--- src/ksc_pkg.sv ---
// Package: types, constants and codes shared by the keyed slot cache modules.
package ksc_pkg;

  localparam int NUM_SLOTS = 48;
  localparam int DIM_BITS  = 10;
  localparam int IDX_W     = (NUM_SLOTS > 1) ? $clog2(NUM_SLOTS) : 1;
  localparam int KEY_W     = 64;
  localparam int TOUCH_W   = 32;
  localparam int SLOT_W    = 6;
  localparam int CFG_IDX_W = 2;
  localparam int CFG_DAT_W = 20;

  // Input kinds
  localparam logic [2:0] KIND_REQUEST  = 3'd0;
  localparam logic [2:0] KIND_LOOKUP   = 3'd1;
  localparam logic [2:0] KIND_TICK     = 3'd2;
  localparam logic [2:0] KIND_RETARGET = 3'd3;
  localparam logic [2:0] KIND_PICK     = 3'd4;
  localparam logic [2:0] KIND_DONE     = 3'd5;

  // Result status codes
  localparam logic [3:0] RS_REJECTED = 4'd0;
  localparam logic [3:0] RS_TOO_BIG  = 4'd1;
  localparam logic [3:0] RS_HIT      = 4'd2;
  localparam logic [3:0] RS_QUEUED   = 4'd3;
  localparam logic [3:0] RS_NO_SLOT  = 4'd4;
  localparam logic [3:0] RS_LK_HIT   = 4'd5;
  localparam logic [3:0] RS_MISS     = 4'd6;
  localparam logic [3:0] RS_TICKED   = 4'd7;
  localparam logic [3:0] RS_RETARGET = 4'd8;
  localparam logic [3:0] RS_GATED    = 4'd9;
  localparam logic [3:0] RS_NONE_Q   = 4'd10;
  localparam logic [3:0] RS_PICKED   = 4'd11;
  localparam logic [3:0] RS_PUBLISH  = 4'd12;
  localparam logic [3:0] RS_STALE    = 4'd13;
  localparam logic [3:0] RS_FAIL_CLR = 4'd14;

  // Slot states
  localparam logic [1:0] ST_EMPTY  = 2'd0;
  localparam logic [1:0] ST_QUEUED = 2'd1;
  localparam logic [1:0] ST_READY  = 2'd2;

  // Configuration register indexes
  localparam logic [CFG_IDX_W-1:0] CFG_MAX_PIXELS = 2'd0;
  localparam logic [CFG_IDX_W-1:0] CFG_TTL        = 2'd1;
  localparam logic [CFG_IDX_W-1:0] CFG_COOLDOWN   = 2'd2;
  localparam logic [CFG_IDX_W-1:0] CFG_BIAS       = 2'd3;

  typedef struct packed {
    logic [2:0]          kind;
    logic [KEY_W-1:0]    item_key;
    logic [DIM_BITS-1:0] width;
    logic [DIM_BITS-1:0] height;
    logic [SLOT_W-1:0]   slot_index;
    logic                fetch_ok;
  } in_item_t;

  typedef struct packed {
    logic [3:0]          status;
    logic [SLOT_W-1:0]   result_slot;
    logic [KEY_W-1:0]    result_key;
    logic [DIM_BITS-1:0] result_width;
    logic [DIM_BITS-1:0] result_height;
  } out_item_t;

  typedef struct packed {
    logic [KEY_W-1:0]    key;
    logic [DIM_BITS-1:0] width;
    logic [DIM_BITS-1:0] height;
    logic [1:0]          st;
    logic [TOUCH_W-1:0]  touch;
  } entry_t;

  typedef struct packed {
    logic [19:0] max_pixels;
    logic [15:0] ttl_frames;
    logic [15:0] switch_cooldown;
    logic [15:0] queued_bias;
  } cfg_t;

endpackage

--- src/ksc_ctrl.sv ---
// Sequencer: reads the slot memory for each item that passes its up-front checks, decides and writes back.
module ksc_ctrl import ksc_pkg::*; (
  input  logic             clk_i,
  input  logic             rst_ni,
  input  cfg_t             cfg_i,
  input  logic             in_valid_i,
  output logic             in_ready_o,
  input  in_item_t         in_item_i,
  output logic             out_valid_o,
  input  logic             out_ready_i,
  output out_item_t        out_item_o,
  output logic             rd_en_o,
  output logic [IDX_W-1:0] rd_addr_o,
  input  entry_t           rd_data_i,
  output logic             wr_en_o,
  output logic [IDX_W-1:0] wr_addr_o,
  output entry_t           wr_data_o
);

  localparam logic [2:0] S_IDLE  = 3'd0;
  localparam logic [2:0] S_START = 3'd1;
  localparam logic [2:0] S_SCAN  = 3'd2;
  localparam logic [2:0] S_FINAL = 3'd3;
  localparam logic [2:0] S_OUT   = 3'd4;
  localparam logic [IDX_W-1:0] LAST_IDX = IDX_W'(NUM_SLOTS - 1);

  logic [2:0]         state_q, state_d;
  in_item_t           item_q;
  logic [TOUCH_W-1:0] frame_q, frame_d;
  logic [TOUCH_W-1:0] hold_q, hold_d;
  logic [IDX_W-1:0]   cnt_q, cnt_d;
  logic               iss_q, iss_d;
  logic               r_vld_q;
  logic [IDX_W-1:0]   r_idx_q;
  logic               found_q, found_d;
  logic [IDX_W-1:0]   found_idx_q, found_idx_d;
  entry_t             ent_q, ent_d;
  logic               emp_q, emp_d;
  logic [IDX_W-1:0]   emp_idx_q, emp_idx_d;
  logic               best_q, best_d;
  logic [IDX_W-1:0]   best_idx_q, best_idx_d;
  logic [TOUCH_W-1:0] best_val_q, best_val_d;
  logic [TOUCH_W-1:0] best_raw_q, best_raw_d;
  out_item_t          res_q, res_d;
  logic               out_valid_q, out_valid_d;
  out_item_t          out_q, out_d;

  logic [IDX_W-1:0]   last_idx;
  logic               si_ok;
  logic [IDX_W-1:0]   si_idx;
  logic               dims_match;
  logic [TOUCH_W-1:0] raw_age, age, pick_d, hold_diff;
  logic [31:0]        pix;
  logic               key_match;

  assign si_ok      = 32'(item_q.slot_index) < NUM_SLOTS;
  assign si_idx     = IDX_W'(item_q.slot_index);
  assign last_idx   = (item_q.kind == KIND_DONE) ? si_idx : LAST_IDX;
  assign dims_match = (rd_data_i.width == item_q.width) && (rd_data_i.height == item_q.height)
                      && (rd_data_i.key == item_q.item_key);
  assign raw_age    = frame_q - rd_data_i.touch;
  assign age        = (raw_age > 32'(cfg_i.queued_bias)) ? raw_age - 32'(cfg_i.queued_bias)
                                                         : '0;
  assign pick_d     = rd_data_i.touch - best_val_q;
  assign hold_diff  = hold_q - frame_q;
  assign pix        = 32'(item_q.width) * 32'(item_q.height);
  assign key_match  = (item_q.item_key != '0) && (ent_q.key == item_q.item_key);

  assign in_ready_o  = (state_q == S_IDLE);
  assign out_valid_o = out_valid_q;
  assign out_item_o  = out_q;

  always_comb begin
    state_d     = state_q;
    frame_d     = frame_q;
    hold_d      = hold_q;
    cnt_d       = cnt_q;
    iss_d       = iss_q;
    found_d     = found_q;
    found_idx_d = found_idx_q;
    ent_d       = ent_q;
    emp_d       = emp_q;
    emp_idx_d   = emp_idx_q;
    best_d      = best_q;
    best_idx_d  = best_idx_q;
    best_val_d  = best_val_q;
    best_raw_d  = best_raw_q;
    res_d       = res_q;
    out_valid_d = out_valid_q;
    out_d       = out_q;
    rd_en_o     = 1'b0;
    rd_addr_o   = cnt_q;
    wr_en_o     = 1'b0;
    wr_addr_o   = r_idx_q;
    wr_data_o   = rd_data_i;

    if (out_valid_q && out_ready_i) begin
      out_valid_d = 1'b0;
    end

    case (state_q)
      S_IDLE: begin
        if (in_valid_i) begin
          if (in_item_i.kind == KIND_TICK) begin
            frame_d = frame_q + 1'b1;
          end
          state_d = S_START;
        end
      end

      // Up-front checks; start the scan where one is needed
      S_START: begin
        res_d       = '0;
        found_d     = 1'b0;
        emp_d       = 1'b0;
        best_d      = 1'b0;
        best_val_d  = '0;
        cnt_d       = '0;
        iss_d       = 1'b1;
        state_d     = S_SCAN;
        case (item_q.kind)
          KIND_REQUEST: begin
            if (item_q.item_key == '0 || item_q.width == '0 || item_q.height == '0) begin
              res_d.status = RS_REJECTED;
              state_d      = S_OUT;
            end else if (pix > 32'(cfg_i.max_pixels)) begin
              res_d.status = RS_TOO_BIG;
              state_d      = S_OUT;
            end
          end
          KIND_LOOKUP: begin
            if (item_q.item_key == '0) begin
              res_d.status = RS_REJECTED;
              state_d      = S_OUT;
            end
          end
          KIND_TICK: ;
          KIND_RETARGET: begin
            hold_d = frame_q + 32'(cfg_i.switch_cooldown);
          end
          KIND_PICK: begin
            if (hold_diff != '0 && !hold_diff[TOUCH_W-1]) begin
              res_d.status = RS_GATED;
              state_d      = S_OUT;
            end
          end
          KIND_DONE: begin
            cnt_d = si_idx;
            if (!si_ok) begin
              res_d.status      = RS_STALE;
              res_d.result_slot = item_q.slot_index;
              state_d           = S_OUT;
            end
          end
          default: begin
            res_d.status = RS_REJECTED;
            state_d      = S_OUT;
          end
        endcase
      end

      // Issue reads; handle each entry in the cycle after its read is issued
      S_SCAN: begin
        if (iss_q) begin
          rd_en_o = 1'b1;
          if (cnt_q == last_idx) begin
            iss_d = 1'b0;
          end else begin
            cnt_d = cnt_q + 1'b1;
          end
        end
        if (r_vld_q) begin
          case (item_q.kind)
            KIND_REQUEST: begin
              if (rd_data_i.st != ST_EMPTY && dims_match && !found_q) begin
                found_d     = 1'b1;
                found_idx_d = r_idx_q;
                ent_d       = rd_data_i;
              end
              if (!emp_q) begin
                if (rd_data_i.st == ST_EMPTY) begin
                  emp_d     = 1'b1;
                  emp_idx_d = r_idx_q;
                end else begin
                  if (!best_q || (((rd_data_i.st == ST_QUEUED) ? age : raw_age) > best_val_q))
                  begin
                    best_d     = 1'b1;
                    best_idx_d = r_idx_q;
                    best_val_d = (rd_data_i.st == ST_QUEUED) ? age : raw_age;
                    best_raw_d = raw_age;
                  end
                end
              end
            end
            KIND_LOOKUP: begin
              if (rd_data_i.st == ST_READY && dims_match && !found_q) begin
                found_d     = 1'b1;
                found_idx_d = r_idx_q;
                ent_d       = rd_data_i;
              end
            end
            KIND_TICK: begin
              if (rd_data_i.st != ST_EMPTY && raw_age > 32'(cfg_i.ttl_frames)) begin
                wr_en_o      = 1'b1;
                wr_data_o.st  = ST_EMPTY;
                wr_data_o.key = '0;
              end
            end
            KIND_RETARGET: begin
              if (rd_data_i.st != ST_EMPTY) begin
                wr_en_o         = 1'b1;
                wr_data_o.touch = frame_q - 32'(cfg_i.ttl_frames);
              end
            end
            KIND_PICK: begin
              if (rd_data_i.st == ST_QUEUED &&
                  (!best_q || (pick_d != '0 && !pick_d[TOUCH_W-1]))) begin
                best_d     = 1'b1;
                best_idx_d = r_idx_q;
                best_val_d = rd_data_i.touch;
                ent_d      = rd_data_i;
              end
            end
            default: begin
              ent_d = rd_data_i;
            end
          endcase
          if (r_idx_q == last_idx) begin
            state_d = S_FINAL;
          end
        end
      end

      // Decide the result and, for request, lookup and fetch done, write the chosen entry back
      S_FINAL: begin
        state_d   = S_OUT;
        wr_data_o = ent_q;
        case (item_q.kind)
          KIND_REQUEST: begin
            if (found_q) begin
              wr_en_o           = 1'b1;
              wr_addr_o         = found_idx_q;
              wr_data_o.touch   = frame_q;
              res_d.status      = RS_HIT;
              res_d.result_slot = SLOT_W'(found_idx_q);
            end else if (emp_q || (best_q && best_raw_q != '0)) begin
              wr_en_o           = 1'b1;
              wr_addr_o         = emp_q ? emp_idx_q : best_idx_q;
              wr_data_o.key     = item_q.item_key;
              wr_data_o.width   = item_q.width;
              wr_data_o.height  = item_q.height;
              wr_data_o.st      = ST_QUEUED;
              wr_data_o.touch   = frame_q;
              res_d.status      = RS_QUEUED;
              res_d.result_slot = SLOT_W'(emp_q ? emp_idx_q : best_idx_q);
            end else begin
              res_d.status = RS_NO_SLOT;
            end
          end
          KIND_LOOKUP: begin
            if (found_q) begin
              wr_en_o           = 1'b1;
              wr_addr_o         = found_idx_q;
              wr_data_o.touch   = frame_q;
              res_d.status      = RS_LK_HIT;
              res_d.result_slot = SLOT_W'(found_idx_q);
            end else begin
              res_d.status = RS_MISS;
            end
          end
          KIND_TICK:     res_d.status = RS_TICKED;
          KIND_RETARGET: res_d.status = RS_RETARGET;
          KIND_PICK: begin
            if (best_q) begin
              res_d.status        = RS_PICKED;
              res_d.result_slot   = SLOT_W'(best_idx_q);
              res_d.result_key    = ent_q.key;
              res_d.result_width  = ent_q.width;
              res_d.result_height = ent_q.height;
            end else begin
              res_d.status = RS_NONE_Q;
            end
          end
          default: begin
            // fetch done
            res_d.result_slot = item_q.slot_index;
            wr_addr_o         = si_idx;
            res_d.status      = RS_STALE;
            if (item_q.fetch_ok) begin
              if (key_match && ent_q.st == ST_QUEUED) begin
                wr_en_o      = 1'b1;
                wr_data_o.st = ST_READY;
                res_d.status = RS_PUBLISH;
              end
            end else if (key_match) begin
              wr_en_o      = 1'b1;
              wr_data_o.st = ST_EMPTY;
              res_d.status = RS_FAIL_CLR;
            end
          end
        endcase
      end

      // Hand the result to the output register
      S_OUT: begin
        if (!out_valid_q || out_ready_i) begin
          out_valid_d = 1'b1;
          out_d       = res_q;
          state_d     = S_IDLE;
        end
      end

      default: state_d = S_IDLE;
    endcase
  end

  // Control state
  always_ff @(posedge clk_i or negedge rst_ni) begin
    if (!rst_ni) begin
      state_q     <= S_IDLE;
      frame_q     <= '0;
      hold_q      <= '0;
      iss_q       <= 1'b0;
      r_vld_q     <= 1'b0;
      out_valid_q <= 1'b0;
    end else begin
      state_q     <= state_d;
      frame_q     <= frame_d;
      hold_q      <= hold_d;
      iss_q       <= iss_d;
      r_vld_q     <= rd_en_o;
      out_valid_q <= out_valid_d;
    end
  end

  // Payload and scratch registers
  always_ff @(posedge clk_i) begin
    if (state_q == S_IDLE && in_valid_i) begin
      item_q <= in_item_i;
    end
    r_idx_q     <= cnt_q;
    cnt_q       <= cnt_d;
    found_q     <= found_d;
    found_idx_q <= found_idx_d;
    ent_q       <= ent_d;
    emp_q       <= emp_d;
    emp_idx_q   <= emp_idx_d;
    best_q      <= best_d;
    best_idx_q  <= best_idx_d;
    best_val_q  <= best_val_d;
    best_raw_q  <= best_raw_d;
    res_q       <= res_d;
    out_q       <= out_d;
  end

endmodule
--- config.mk ---
export PLATFORM = sky130hd
export DESIGN_NAME = ksc_ctrl
export DESIGN_NICKNAME = d
export VERILOG_FILES = /design/src/ksc_pkg.sv /design/src/ksc_ctrl.sv
export SDC_FILE = /design/constraint.sdc
export NUM_CORES = 2
export LEC_CHECK = 0
export ABC_AREA = 1
export BUFFER_PORTS_ARGS = -buffer_cell sky130_fd_sc_hd__buf_2
export CAP_MARGIN = 15
export CORE_MARGIN = 1.5
export CORE_UTILIZATION = 54
export CTS_CLUSTER_DIAMETER = 60
export CTS_CLUSTER_SIZE = 16
export DETAILED_ROUTE_END_ITERATION = 16
export GPL_TIMING_DRIVEN = 1
export MAX_ROUTING_LAYER = met4
export PLACE_DENSITY_LB_ADDON = 0.08
export SLEW_MARGIN = 5
export SYNTH_ARGS = -nofsm -noshare
export SYNTH_HDL_FRONTEND = slang
export SYNTH_SLANG_ARGS = --single-unit
--- constraint.sdc ---
create_clock -name clk_i -period 7.65 [get_ports clk_i]
set_clock_uncertainty 0.05 [all_clocks]
set_input_delay 0.3825 -clock clk_i [delete_from_list [all_inputs] [get_ports clk_i]]
set_output_delay 0.3825 -clock clk_i [all_outputs]
set_load 0.01 [all_outputs]
=== Yosys cells after proc, flatten, opt, wreduce, memory -nomap -nowiden ===
Index checks and enable logic that the tools add are counted.
Widths: inputs -> output; s select.

* Register bits: 567
* Latch bits: 0
* Bits in writable memories: 0
* ROM bits: 0
* Input port bits: 284
* Output and inout bits: 228
* Logic and storage cells: 280
* Memories kept: 0

* Add/sub/neg operators: 8
* Multipliers: 1
* Div/mod/pow operators: 0
* Order comparisons: 5
* Equality and inequality tests: 46
* Shift operators: 0
* Multiplexer cells: 121
* Bitwise logic cells: 3
* Reduce and logical (&&, ||, !) cells: 59

{| class="wikitable"
|+ Operators with widths
! cell !! count
|-
| $mux 118 || 4
|-
| $pmux 118 s4 || 1
|-
| $mux 32 || 11
|-
| $mux 64 || 3
|-
| $pmux 32 s2 || 3
|-
| $pmux 94 s2 || 1
|-
| $mux 84 || 2
|-
| $eq 64x64->1 || 2
|-
| $pmux 64 s2 || 1
|-
| $mux 6 || 18
|-
| $reduce_bool 32->1 || 3
|-
| $sub 32x32->32 || 3
|-
| $mux 90 || 1
|-
| $mux 86 || 1
|-
| $pmux 34 s2 || 1
|-
| $gt 32x16->1 || 2
|-
| $logic_not 64->1 || 1
|-
| $reduce_bool 64->1 || 1
|-
| $sub 32x16->32 || 2
|-
| $pmux 6 s2 || 3
|-
| $mux 34 || 1
|-
| $add 32x1->32 const B || 1
|-
| $add 32x16->32 || 1
|-
| $gt 32x32->1 || 1
|-
| other kinds (47) || 175
|}

=== Depth between registers and ports, before layout ===
* Depth in word-level cells: 12
* Mapped depth: 38
* Gate-level depth less buffers: 38

=== Worst setup path before layout ===
OpenSTA, ideal clock, no wires.

* Path kind: input-to-reg
* Start point: input port rd_data_i[0] in the netlist's numbering
* End point: register ent_q[0] in the netlist's numbering, enable pin
* Library setup time: 596 ps
* Arrival: 6958 ps
* Data required time: 7004 ps
* Slack: 46 ps
* Stages on the path: 18
* Cell sequence: inv_1 ha_1 fa_1 o21bai_1 nand3_1 nand2_1 nand2_1 nand2_1 nand2_1 nand2_1 nor2_1 nand2_1 nor2_1 nand3_1 nand2_1 nand2_1 nand2_1 nor2_1

* Cells in the longest elaborated chain, start to end: 7

{| class="wikitable"
|+ RTL lines
! what !! line !! RTL
|-
| start, declared || ksc_ctrl.sv:14 || <nowiki>input entry_t rd_data_i,</nowiki>
|-
| $sub 32x32->32 * || ksc_ctrl.sv:64 || <nowiki>assign pick_d = rd_data_i.touch - best_val_q;</nowiki>
|-
| $reduce_bool 32->1 or $logic_not 1->1 (tied branches) || ksc_ctrl.sv:217 || <nowiki>(!best_q || (pick_d != '0 && !pick_d[TOUCH_W-1]))) begin</nowiki>
|-
| $logic_and 1x1->1 * || ksc_ctrl.sv:217 ||
|-
| $logic_or 1x1->1 * || ksc_ctrl.sv:217 ||
|-
| $logic_and 1x1->1 * || ksc_ctrl.sv:216 || <nowiki>if (rd_data_i.st == ST_QUEUED &&</nowiki>
|-
| $ne 2x2->1 (no source line) * || - ||
|-
| $reduce_and 6->1 (no source line) * || - ||
|-
| end signal, assigned || ksc_ctrl.sv:345 || <nowiki>ent_q <= ent_d;</nowiki>
|-
| end, declared || ksc_ctrl.sv:37 || <nowiki>entry_t ent_q, ent_d;</nowiki>
|}

Every way passes the cells marked *; elsewhere a longest branch is shown, timed or not.
A chain may end at the register's enable or synchronous reset.

=== Worst setup path in the final report ===
* Start point: register item_q[22] in the netlist's numbering
* End point: register state_q[2]

* Cells in the longest elaborated chain, start to end: 6

{| class="wikitable"
|+ RTL lines
! what !! line !! RTL
|-
| start, declared || ksc_ctrl.sv:28 || <nowiki>in_item_t item_q;</nowiki>
|-
| start signal, assigned || ksc_ctrl.sv:339 || <nowiki>item_q <= in_item_i;</nowiki>
|-
| $mul 10x10->20 or $logic_not 10->1 (tied branches) || ksc_ctrl.sv:66, ksc_ctrl.sv:123 ||
|-
| $gt 20x20->1 or $logic_or 1x1->1 (tied branches) || ksc_ctrl.sv:126, ksc_ctrl.sv:123 ||
|-
| $mux 3 or $logic_or 1x1->1 (tied branches) || ksc_ctrl.sv:126, ksc_ctrl.sv:123 ||
|-
| $mux 3 * || ksc_ctrl.sv:123 || <nowiki>if (item_q.item_key == '0 || item_q.width == '0 || item_q.height == '0) begin</nowiki>
|-
| $pmux 3 s5 * || ksc_ctrl.sv:121 || <nowiki>case (item_q.kind)</nowiki>
|-
| $pmux 3 s5 * || ksc_ctrl.sv:101 || <nowiki>case (state_q)</nowiki>
|-
| end signal, assigned || ksc_ctrl.sv:327 || <nowiki>state_q <= state_d;</nowiki>
|-
| end, declared || ksc_ctrl.sv:27 || <nowiki>logic [2:0] state_q, state_d;</nowiki>
|}

Marked as above.

==> flow_summary.toml <==
[synth]
synth_largest_area_cell = "edfxtp_1"
synthFlopType = "edfxtp_1"
syn_nets = 6034
synth.avg_cell_area_um2 = 7.746
synthTopCellsByArea = "edfxtp_1 (35%), nand2_1 (12%), inv_1 (8.3%)"
synth_edf_count = 491
synth_cells = 5416
ys_types = 56
ys_top_cells_by_count = "nand2_1 (1362), inv_1 (928), nor2_1 (503)"
ys_seq_elements = 567
syn_area_um2 = 41950
yosysTopAreaCellShare_pct = 35.15
ys_seq_area_share_pct = 39.61
yosysWarnings = 0
async_reset_ff_share_pct = 12.35
yosysMostFrequentCell = "nand2_1"

[finish]
area_growth_syn_to_layout_pct = 19.15
fillers = 6823
post-route-util_pct = 64.74
nets = 6740
drive_gt1_share_pct = 12.12

[timing]
finalHoldViolations = 0
rsz0062_at_grt = "false"
max_slew_margin_pct = 21.31
setup_viol = 0
post-route-period-util_pct = 92.12
setup_tns_ns = 0
min_period_ns = 7.047
worst_pin_slew_ns = 1.178
fmax_ghz = 0.1419
fin_ws_ns = 0.6028
slew_viol_final = 0

[power_and_ir_drop]
p_sw_mw = 8.141
p_comb_share_pct = 56.3
swShare_pct = 46.19
pwr-share-clk_pct = 17.8
power_density_nw_per_um2 = 352.6
ir_worst_vdd_mv = 0.6585
p_int_mw = 9.483
p_seq_share_pct = 25.9
p_leak_nw = 24.11

[status]
outcome = "complete, no violations"

[setup_path]
critPathCaptureType = "flip-flop"
slowest_stage = "edfxtp_1"
cp_common_cell = "inv_1"
crit_buf_inv = 7
worstSetupPathType = "flip-flop to flip-flop"
critical_path.max_stage_delay_ns = 0.57
required_ns = 8.09
arrival_ns = 7.49
cp_top_family = "adder cells"
worstPathMaxFanout = 8
cp-start-kind = "flip-flop"

[routing]
routed_wl_um = 146400
firstDrtPassIters = 6
ant_nets = 0
wl_met2_um = 63490
highest_layer = "met4"
drc_errors = 0
wl_per_cell_um = 20.26
drt-initial-drc-count = 4305
vias_per_cell = 5.606
wl_met3_um = 14700
wl_met1_um = 61580
vias = 40520

[global_routing]
grt_pass1_vias = 37820
grt_remaining_overflow = 0
grt_start_max_net_pins = 87
antenna_found_initial = 19
grtUsageTotal_pct = 37.25
grt_first_pass_wirelength_um = 218200

[clock_network]
cts_sinks = 567
cts_buffers = 60
clockBufferDepth = 3
cts_tree = "done"
root_buffer = "clkbuf_16"
clk-insertion-delay-late_ns = 0.71
cts.clk_slew.worst_paths_ns = 0.07
htree_num_levels = 2

[placement]
portBuffers = 511
gp_congestion = 1.002
dp_slack_ns = 0.4532
dpl.hpwl_um = 113200

[die]
rows = 102
pin_count = 512
die_x_um = 281.7
die_h_um = 281.7
design.die.area_um2 = 79370
start_util_pct = 54.33
core_area_um2 = 77210

[flow_run]
drv_cap = 0

[hold_path]
worstHoldPathType = "input pin to flip-flop"
[power groups by stage]
stage               Clock (mW)  Sequential [mW]  Combinational (mW)
floorplan                    0             4.55                6.89
global placement             0             4.61                9.55
global route              3.25             4.62                11.2
finish                    3.13             4.57                9.93
CTS                       3.16             4.56                9.79
detailed placement           0             4.62                9.62
[worst reg2reg max path: cells and delay by family (launching register included)]
family	cells	cell delay (ns)
buffers and inverters	7	0.37
xor gates and xnor gates	1	0.16
DFF	1	0.57
and+or+nand+nor	12	1.66
adders and majority gates	7	3.07
AOI/OAI and AO/OA	6	1.00
[logic make-up after synthesis]
kind of cell	Yosys count	share of synthesized area (%)
XOR/XNOR	234	4.885
flip-flops	567	39.61
adder cells (fa/ha/maj)	334	11.18
buffers and inverters	1084	9.854
AND/OR/NAND/NOR	2385	23.63
AO/OA/AOI/OAI	812	10.84
[metal layers]
layer,track usage [%],vias to the layer above
li1,-,19190
met1,51.25,18770
met2,54.71,2184
met3,6.306,368
met4,14.92,0
met5,-,-
[layout by cell type, fill, tap and decap left out, types with 11 or more instances in the layout]
cell,Yosys,routed
buf_2,19,510
a31oi_1,20,20
o21ai_0,285,284
nor4_1,41,41
clkinv_1,10,11
o211ai_1,80,80
dfrtp_1,70,70
inv_1,928,924
nand3b_1,13,13
diode_2,0,18
nor3_1,48,47
nor2_1,503,498
nand2_1,1362,1362
clkbuf_16,0,60
edfxtp_1,491,491
buf_4,1,79
xor2_1,113,113
a22oi_1,13,13
ha_1,266,266
o21ai_1,17,18
clkbuf_1,108,11
nand2_2,12,12
o22ai_1,19,19
nand4_1,88,88
o21bai_1,14,14
o31ai_1,11,11
a21oi_1,310,308
o221ai_1,11,11
dlygate4sd3_1,0,190
fa_1,68,68
nand3_1,281,281
xnor2_1,121,121
[cell type report]
cell class	count	area (µm²)	area share (%)
diodes	18	45.04	0.09011
well taps	1040	1301	2.603
flip-flops and latches	567	16620	33.24
clock buffers	72	1556	3.114
inverters	947	3561	7.124
repair buffers	781	5087	10.18
clock inverters	38	551.8	1.104
multi-input cells	3765	21270	42.55
[path summary, 6_finish.rpt]
kind	start	endpoint	slack [ns]	depth (start not counted)
setup reg to reg	item_q[22]$_DFFE_PP_	state_q[2]$_DFFE_PN0P_	0.60	33
hold reg to reg	res_q[91]$_SDFFCE_PN0P_	out_item_o[91]$_DFFE_PP_	0.34	0
hold / removal	cfg_i[16]	hold_q[0]$_DFFE_PN0P_	0.03	4
setup / recovery	item_q[22]$_DFFE_PP_	state_q[2]$_DFFE_PN0P_	0.60	33
min in group asynchronous	rst_ni	hold_q[24]$_DFFE_PN0P_	0.36	2
max in group asynchronous	rst_ni	iss_q$_DFFE_PN0N_	6.53	2
[timing repair]
action	in CTS	in global routing
resized for setup	0	2
setup buffers	0	14
endpoints found under the hold margin	259	0
hold buffers	190	0
setup endpoints to repair	0	3
[through the flow]
stage	cell area [µm²]	std cells	hold WS [ns]	power, mW
after global placement	45830	6896	0.3513	14.15
after global routing	49980	7226	0.02186	19.07
after CTS	49840	7196	0.001135	17.50
after floorplan	41950	5416	0.03691	11.45
final	49990	7228	0.02780	17.62
after detailed placement	45830	6896	0.3545	14.24
[registers in the layout, summed over array words and instances (netlist names)]
| name | count |
|---|---|
| hold_q | 32 |
| found_idx_q | 6 |
| best_q | 1 |
| emp_q | 1 |
| out_valid_o | 1 |
| emp_idx_q | 6 |
| r_vld_q | 1 |
| out_item_o | 94 |
| rd_addr_o | 6 |
| res_q | 94 |
| ent_q | 118 |
| best_idx_q | 6 |
| best_raw_q | 32 |
| item_q | 88 |
| iss_q | 1 |
| frame_q | 32 |
| state_q | 3 |
| found_q | 1 |
| si_idx | 6 |
| r_idx_q | 6 |
| best_val_q | 32 |
Power figures use the tool's default switching activity.
